File: config.mk
export PLATFORM = sky130hd
export DESIGN_NAME = lru_key_value_cache
export DESIGN_NICKNAME = d
export VERILOG_FILES = /design/src/rtl/lkv_pkg.sv /design/src/rtl/lkv_ram.sv /design/src/rtl/lkv_dir.sv /design/src/rtl/lru_key_value_cache.sv
export SDC_FILE = /design/constraint.sdc
export NUM_CORES = 2
export LEC_CHECK = 0
export BUFFER_PORTS_ARGS = -buffer_cell sky130_fd_sc_hd__buf_2
export CORE_MARGIN = 2
export CORE_UTILIZATION = 26
export CTS_CLUSTER_SIZE = 24
export DETAILED_ROUTE_END_ITERATION = 10
export PLACE_DENSITY_LB_ADDON = 0.12
export SLEW_MARGIN = 25
export SYNTH_ARGS = -nofsm -noshare
export SYNTH_HDL_FRONTEND = slang
export SYNTH_HIERARCHICAL = 1
export SYNTH_SLANG_ARGS = --single-unit
File: constraint.sdc
create_clock -name clk_i -period 6 [get_ports clk_i]
set_clock_uncertainty 0.2 [all_clocks]
set_input_delay 0.3 -clock clk_i [delete_from_list [all_inputs] [get_ports clk_i]]
set_output_delay 0.3 -clock clk_i [all_outputs]
set_load 0.02 [all_outputs]
File: src/rtl/lkv_pkg.sv
package lkv_pkg;

  localparam int unsigned WORD_W = 32;
  localparam int unsigned CAP_W  = 5;

  localparam logic [CAP_W-1:0]  CAP_RESET  = 5'd16;
  localparam logic [WORD_W-1:0] MISS_VALUE = '1;

  typedef enum logic {
    CMD_GET = 1'b0,
    CMD_PUT = 1'b1
  } lkv_cmd_e;

  typedef struct packed {
    lkv_cmd_e                 command;
    logic signed [WORD_W-1:0] lookup_key;
    logic signed [WORD_W-1:0] store_value;
  } lkv_req_t;

  typedef struct packed {
    logic                     hit;
    logic signed [WORD_W-1:0] read_value;
  } lkv_rsp_t;

  typedef struct packed {
    logic hit;
    logic data_we;
  } lkv_ctl_t;

endpackage

File: src/rtl/lkv_ram.sv
module lkv_ram #(
  parameter int unsigned WIDTH = 32,
  parameter int unsigned DEPTH = 16
) (
  input  logic                     clk_i,
  input  logic                     we_i,
  input  logic [$clog2(DEPTH)-1:0] waddr_i,
  input  logic [WIDTH-1:0]         wdata_i,
  input  logic [$clog2(DEPTH)-1:0] raddr_i,
  output logic [WIDTH-1:0]         rdata_o
);

  logic [WIDTH-1:0] mem_q [DEPTH];
  logic [WIDTH-1:0] rdata_q;

  always_ff @(posedge clk_i) begin
    if (we_i) begin
      mem_q[waddr_i] <= wdata_i;
    end
    rdata_q <= mem_q[raddr_i];
  end

  assign rdata_o = rdata_q;

endmodule

File: src/rtl/lkv_dir.sv
module lkv_dir import lkv_pkg::*; #(
  parameter int unsigned ENTRIES = 16
) (
  input  logic                       clk_i,
  input  logic                       rst_ni,
  input  logic                       valid_i,
  input  lkv_req_t                   req_i,
  input  logic [CAP_W-1:0]           cap_i,
  output lkv_ctl_t                   ctl_o,
  output logic [$clog2(ENTRIES)-1:0] hit_idx_o,
  output logic [$clog2(ENTRIES)-1:0] wr_idx_o
);

  localparam int unsigned IW    = $clog2(ENTRIES);
  localparam int unsigned CNT_W = $clog2(ENTRIES + 1);
  localparam int unsigned CMP_W = (CNT_W > CAP_W) ? CNT_W : CAP_W;

  logic [ENTRIES-1:0] valid_q, valid_d;
  logic [WORD_W-1:0]  key_q [ENTRIES];
  logic [IW-1:0]      rank_q [ENTRIES];
  logic [IW-1:0]      rank_d [ENTRIES];
  logic [CNT_W-1:0]   used_q, used_d;

  logic [ENTRIES-1:0] match;
  logic               hit;
  logic [IW-1:0]      hit_idx;
  logic [IW-1:0]      old_rank;
  logic [CMP_W-1:0]   cap_eff;
  logic               full;
  logic [CNT_W-1:0]   used_m1;
  logic [IW-1:0]      evict_idx;
  logic [IW-1:0]      free_idx;
  logic [IW-1:0]      slot;
  logic               is_put;
  logic               key_we;

  always_comb begin
    match   = '0;
    hit_idx = '0;
    for (int i = ENTRIES - 1; i >= 0; i--) begin
      match[i] = valid_q[i] && (key_q[i] == req_i.lookup_key);
      if (match[i]) begin
        hit_idx = IW'(i);
      end
    end
  end

  assign hit      = |match;
  assign old_rank = rank_q[hit_idx];
  assign is_put   = (req_i.command == CMD_PUT);

  always_comb begin
    cap_eff = CMP_W'(cap_i);
    if (cap_eff == '0) begin
      cap_eff = CMP_W'(1);
    end
    if (cap_eff > CMP_W'(ENTRIES)) begin
      cap_eff = CMP_W'(ENTRIES);
    end
  end

  assign full    = CMP_W'(used_q) >= cap_eff;
  assign used_m1 = used_q - CNT_W'(1);

  always_comb begin
    evict_idx = '0;
    free_idx  = '0;
    for (int i = ENTRIES - 1; i >= 0; i--) begin
      if (valid_q[i] && (rank_q[i] == used_m1[IW-1:0])) begin
        evict_idx = IW'(i);
      end
      if (!valid_q[i]) begin
        free_idx = IW'(i);
      end
    end
  end

  assign slot = full ? evict_idx : free_idx;

  always_comb begin
    valid_d = valid_q;
    rank_d  = rank_q;
    used_d  = used_q;
    key_we  = 1'b0;
    if (valid_i) begin
      if (hit) begin
        for (int i = 0; i < ENTRIES; i++) begin
          if (valid_q[i] && (rank_q[i] < old_rank)) begin
            rank_d[i] = rank_q[i] + IW'(1);
          end
        end
        rank_d[hit_idx] = '0;
      end else if (is_put) begin
        key_we = 1'b1;
        if (!full) begin
          used_d = used_q + CNT_W'(1);
        end
        for (int i = 0; i < ENTRIES; i++) begin
          if (valid_q[i] && (IW'(i) != slot)) begin
            rank_d[i] = rank_q[i] + IW'(1);
          end
        end
        valid_d[slot] = 1'b1;
        rank_d[slot]  = '0;
      end
    end
  end

  always_ff @(posedge clk_i or negedge rst_ni) begin
    if (!rst_ni) begin
      valid_q <= '0;
      used_q  <= '0;
      for (int i = 0; i < ENTRIES; i++) begin
        rank_q[i] <= '0;
      end
    end else begin
      valid_q <= valid_d;
      used_q  <= used_d;
      rank_q  <= rank_d;
    end
  end

  always_ff @(posedge clk_i) begin
    if (key_we) begin
      key_q[slot] <= req_i.lookup_key;
    end
  end

  assign ctl_o.hit     = hit;
  assign ctl_o.data_we = valid_i && is_put;
  assign hit_idx_o     = hit_idx;
  assign wr_idx_o      = hit ? hit_idx : slot;

endmodule

File: src/rtl/lru_key_value_cache.sv
// Fully associative key-value cache with LRU replacement. A request is
// taken in every clock cycle (busy never rises): it is registered, then
// in the next cycle all keys are compared in parallel and the valid bits,
// recency ranks and key registers are updated; the data word sits in a
// RAM with registered read, so a get returns its result on rsp_valid_o
// from the registers behind the request register, for one cycle only.
// A put returns nothing. The receiver cannot stall results. Capacity may
// be written at any time the cache is idle; cfg_ready_o is always high.
module lru_key_value_cache import lkv_pkg::*; #(
  parameter int unsigned ENTRIES = 16
) (
  input  logic             clk_i,
  input  logic             rst_ni,
  input  logic             start,
  output logic             busy,
  input  lkv_req_t         req_i,
  output logic             rsp_valid_o,
  output lkv_rsp_t         rsp_o,
  input  logic             cfg_valid_i,
  output logic             cfg_ready_o,
  input  logic [CAP_W-1:0] cfg_data_i
);

  localparam int unsigned IW = $clog2(ENTRIES);

  logic [CAP_W-1:0]  cap_q;
  logic              req_vld_q;
  lkv_req_t          req_q;
  lkv_ctl_t          ctl;
  logic [IW-1:0]     hit_idx;
  logic [IW-1:0]     wr_idx;
  logic              get_vld_q;
  logic              hit_q;
  logic [WORD_W-1:0] rdata;

  assign busy        = 1'b0;
  assign cfg_ready_o = 1'b1;

  always_ff @(posedge clk_i or negedge rst_ni) begin
    if (!rst_ni) begin
      cap_q <= CAP_RESET;
    end else if (cfg_valid_i && cfg_ready_o) begin
      cap_q <= cfg_data_i;
    end
  end

  always_ff @(posedge clk_i or negedge rst_ni) begin
    if (!rst_ni) begin
      req_vld_q <= 1'b0;
      get_vld_q <= 1'b0;
    end else begin
      req_vld_q <= start && !busy;
      get_vld_q <= req_vld_q && (req_q.command == CMD_GET);
    end
  end

  always_ff @(posedge clk_i) begin
    if (start && !busy) begin
      req_q <= req_i;
    end
    hit_q <= ctl.hit;
  end

  lkv_dir #(
    .ENTRIES (ENTRIES)
  ) u_dir (
    .clk_i     (clk_i),
    .rst_ni    (rst_ni),
    .valid_i   (req_vld_q),
    .req_i     (req_q),
    .cap_i     (cap_q),
    .ctl_o     (ctl),
    .hit_idx_o (hit_idx),
    .wr_idx_o  (wr_idx)
  );

  lkv_ram #(
    .WIDTH (WORD_W),
    .DEPTH (ENTRIES)
  ) u_data_ram (
    .clk_i   (clk_i),
    .we_i    (ctl.data_we),
    .waddr_i (wr_idx),
    .wdata_i (req_q.store_value),
    .raddr_i (hit_idx),
    .rdata_o (rdata)
  );

  assign rsp_valid_o      = get_vld_q;
  assign rsp_o.hit        = hit_q;
  assign rsp_o.read_value = hit_q ? rdata : MISS_VALUE;

endmodule

==> flow_summary.toml <==
[worst_setup_path]
crit_path_frequent_cell = "buf_12"
crit_path_end_kind = "flop"
cp-start-kind = "flop"
crit_family = "simple AND/OR/NAND/NOR gates"
path_class = "reg -> reg"
slowest_stage = "or4_4"
worstPathMaxFanout = 6
crit_required_ps = 6500
crit_chain = "buf_4 > xor2_1 > nor4_1 > nand4_1 > or4_4 > and2_1 > a21oi_4 > buf_4 > o21ai_2 > a31oi_4 > buf_12 > buf_12 > buf_12 > mux2i_1 > a21oi_1 > a2bb2oi_1 > o21ai_2 > ha_1 > or4_1 > or4_4 > a22o_1 > a211oi_4 > a32o_1"
slowest_delay_ps = 580
crit_buf_inv = 5
cp.arrival_ps = 6360

[clock_tree]
cts-root-buf = "clkbuf_16"
cts_htree_levels = 4
clock_sink_count = 1214
cts_buffers = 148
clockBufferDepth = 3
clk_latency_ps = 800
cts_tree = "built"
cts.clk_slew.worst_paths_ps = 60

[synth]
synthCells = 3789
synth_warnings = 6
synth_nets = 3934
avgSynthCellArea_um2 = 14.6
yosys.area.top_type_share_pct = 58.9
yosysTopAreaCell = "edfxtp_1"
yosysUniqueCellTypes = 102
synth_area_um2 = 55500
ys_async_sr_fraction_pct = 7.58
ys_seq_area_share_pct = 64.3
ys_top_cells_by_area = "edfxtp_1 59%, mux4_2 5.2%, xor2_1 4.4%"
synth_flop_cell = "edfxtp_1"
synth_seq_cells = 1214
synth_edf_count = 1089

[sta]
fin_crit_ps = 5860
grt_setup_unrepaired = "true"
finalHoldViolCount = 0
tightest_slew_ps = 1010
setup_viol = 0
relSlewSlack_pct = 31.7
maxSlewViolCount = 0
max_clock_freq_mhz = 171
post-route-period-util_pct = 97.6

[floorplanning]
dieArea_um2 = 217000
ios = 110
row_count = 169
initial_core_util_pct = 26.2
core_um2 = 212000
die_h_um = 466
die_x_um = 466

[place]
gp_congestion = 0.872
portBuffers = 107
hpwl_um = 122000
placed_cells = 6828

[hold_path]
hold_class = "in -> reg"

[global_route]
grt_antenna_before_repair = 12
grt-ovfl-total = 0
grt_usage_pct = 16.8
grt_pass1_vias = 35300
grt_max_degree = 61
grt_pass1_wl_um = 263000

[finish]
area.growth.synth_to_final_pct = 22.4
register_area_um2 = 35700
nets = 4450
instances_no_fill = 7249
fill_cells = 20900
drive_above_1_share_pct = 20.1
utilization_pct = 32.0
multiInputGateArea_um2 = 19000

[power]
power_density_nw_per_um2 = 369
leakagePower_nw = 22.5
peakVddDrop_mv = 0.270

[status]
status = "completed"

[detailed_routing]
ant_nets = 0
wl_per_cell_um = 25.6
vias = 34700
first_pass_iters = 6
routed_wl_um = 186000
post-route-drc-count = 0
drt-initial-drc-count = 2614
routed_via_density = 4.78

[run]
drv_cap = 0
-- cell usage in the layout, fill, tap and decap left out, types with 66 or more instances in the layout --
master / instances
ha_1: 71
nor3_1: 70
o21ai_0: 81
a22oi_1: 68
edfxtp_1: 1089
nand2b_1: 126
dfrtp_1: 91
inv_1: 66
nor2_1: 104
nand3_1: 95
nand2_1: 167
xor2_1: 281
nor4_1: 122
buf_4: 253
clkbuf_16: 153
dlygate4sd3_1: 127
mux4_2: 128
nand4_1: 141
buf_2: 105
xnor2_1: 257
-- cell families (layout without fill, tap and decap cells) --
group	Yosys count	after routing	synth area share (%)
flip-flops	1214	1214	64.3
AND/OR/NAND/NOR	1048	1048	10.5
XOR/XNOR	557	557	9.14
AO/OA/AOI/OAI	483	483	6.19
buffers and inverters	248	883	2.31
multiplexers	166	166	5.93
adder cells (fa/ha/maj)	71	71	1.60
other	2	6	0.0135
-- power by group --
group	leakage (nW)	switching, mW	internal (mW)
Clock	2.23	3.71	4.91
Sequential	11.4	0.518	10.2
Combinational	8.91	3.65	2.10
Total	22.5	7.88	17.2
-- worst reg2reg max path: stages (launching register included) --
cell and delay [ps]:
edfxtp_1 510, buf_4 190, xor2_1 200, nor4_1 310, nand4_1 180, or4_4 580, and2_1 210, a21oi_4 190
buf_4 140, o21ai_2 60, a31oi_4 210, buf_12 150, buf_12 140, buf_12 110, mux2i_1 70, a21oi_1 180
a2bb2oi_1 230, o21ai_2 140, ha_1 240, or4_1 400, or4_4 450, a22o_1 230, a211oi_4 270, a32o_1 190
-- flip-flops by register name (all words and copies together) (netlist names), 5 cells and up --
register            count
cap_q                   5
req_q                  65
u_data_ram/mem_q      512
u_data_ram/rdata_o     32
u_dir/key_q           512
u_dir/rank_q           64
u_dir/used_q            5
u_dir/valid_q          16
-- timing repair --
item	CTS	global route
hold endpoints to repair	152	0
pin swaps	1	13
setup buffers	3	15
hold buffers	128	0
gates resized for setup	5	48
setup endpoints to repair	19	86
gates cloned	0	3
-- routing by layer --
metal	routed length [um]	GRT usage, %
met1	87300	23.7
met2	86500	27.1
met3	7290	2.24
met4	4700	4.58
met5	20	0
-- synth_stat cells (23+ instances only) --
| library cell | n |
|---|---|
| o21ai_0 | 90 |
| clkbuf_1 | 57 |
| xor2_1 | 281 |
| xnor2_1 | 261 |
| inv_1 | 67 |
| a22oi_1 | 69 |
| nand2_1 | 168 |
| ha_1 | 71 |
| nor4_1 | 133 |
| dfxtp_1 | 33 |
| nor3_1 | 77 |
| buf_4 | 31 |
| nand2b_1 | 126 |
| o211ai_1 | 32 |
| dfrtp_1 | 91 |
| buf_6 | 23 |
| nor2_1 | 133 |
| mux4_2 | 128 |
| buf_2 | 49 |
| nand4_1 | 141 |
| a21oi_1 | 69 |
| nand3_1 | 97 |
| edfxtp_1 | 1089 |
-- stage by stage --
stage	worst slack, ps	TNS, ps	area, um^2	hold WS (ps)	power (mW)
global route	-58.4	-480	67900	14.0	26.2
detailed placement	-116	-970	61500	272	16.5
global placement	-176	-1450	61500	273	16.6
CTS	0.504	0	67500	2.05	25.4
floorplan	-490	-62690	55500	-196	13.9
finish	142	0	67900	75.1	25.1
-- layout make-up --
type | instances | area share (%)
multi-input combinational | 2327 | 28.0
clock buffer | 195 | 5.85
clock inverter | 74 | 0.955
timing repair buffer | 544 | 7.05
tap | 2821 | 5.20
sequential | 1214 | 52.5
inverter | 70 | 0.398
antenna | 4 | 0.0147
-- worst paths after layout --
kind | startpoint | cells after the start | slack, ps | endpoint
min | req_i[45] | 2 | 80 | req_q[45]$_DFFE_PP_
min in group asynchronous | rst_ni | 3 | 280 | u_dir/rank_q[63]$_DFFE_PN0P_
max | req_q[42]$_DFFE_PP_ | 23 | 140 | u_dir/rank_q[62]$_DFFE_PN0P_
max in group asynchronous | rst_ni | 4 | 4360 | u_dir/rank_q[25]$_DFFE_PN0P_
min reg2reg | u_dir/used_q[4]$_DFFE_PN0P_ | 1 | 280 | u_dir/used_q[4]$_DFFE_PN0P_
max reg2reg | req_q[42]$_DFFE_PP_ | 23 | 140 | u_dir/rank_q[62]$_DFFE_PN0P_
Note: power is estimated with default switching activity, not from simulation.
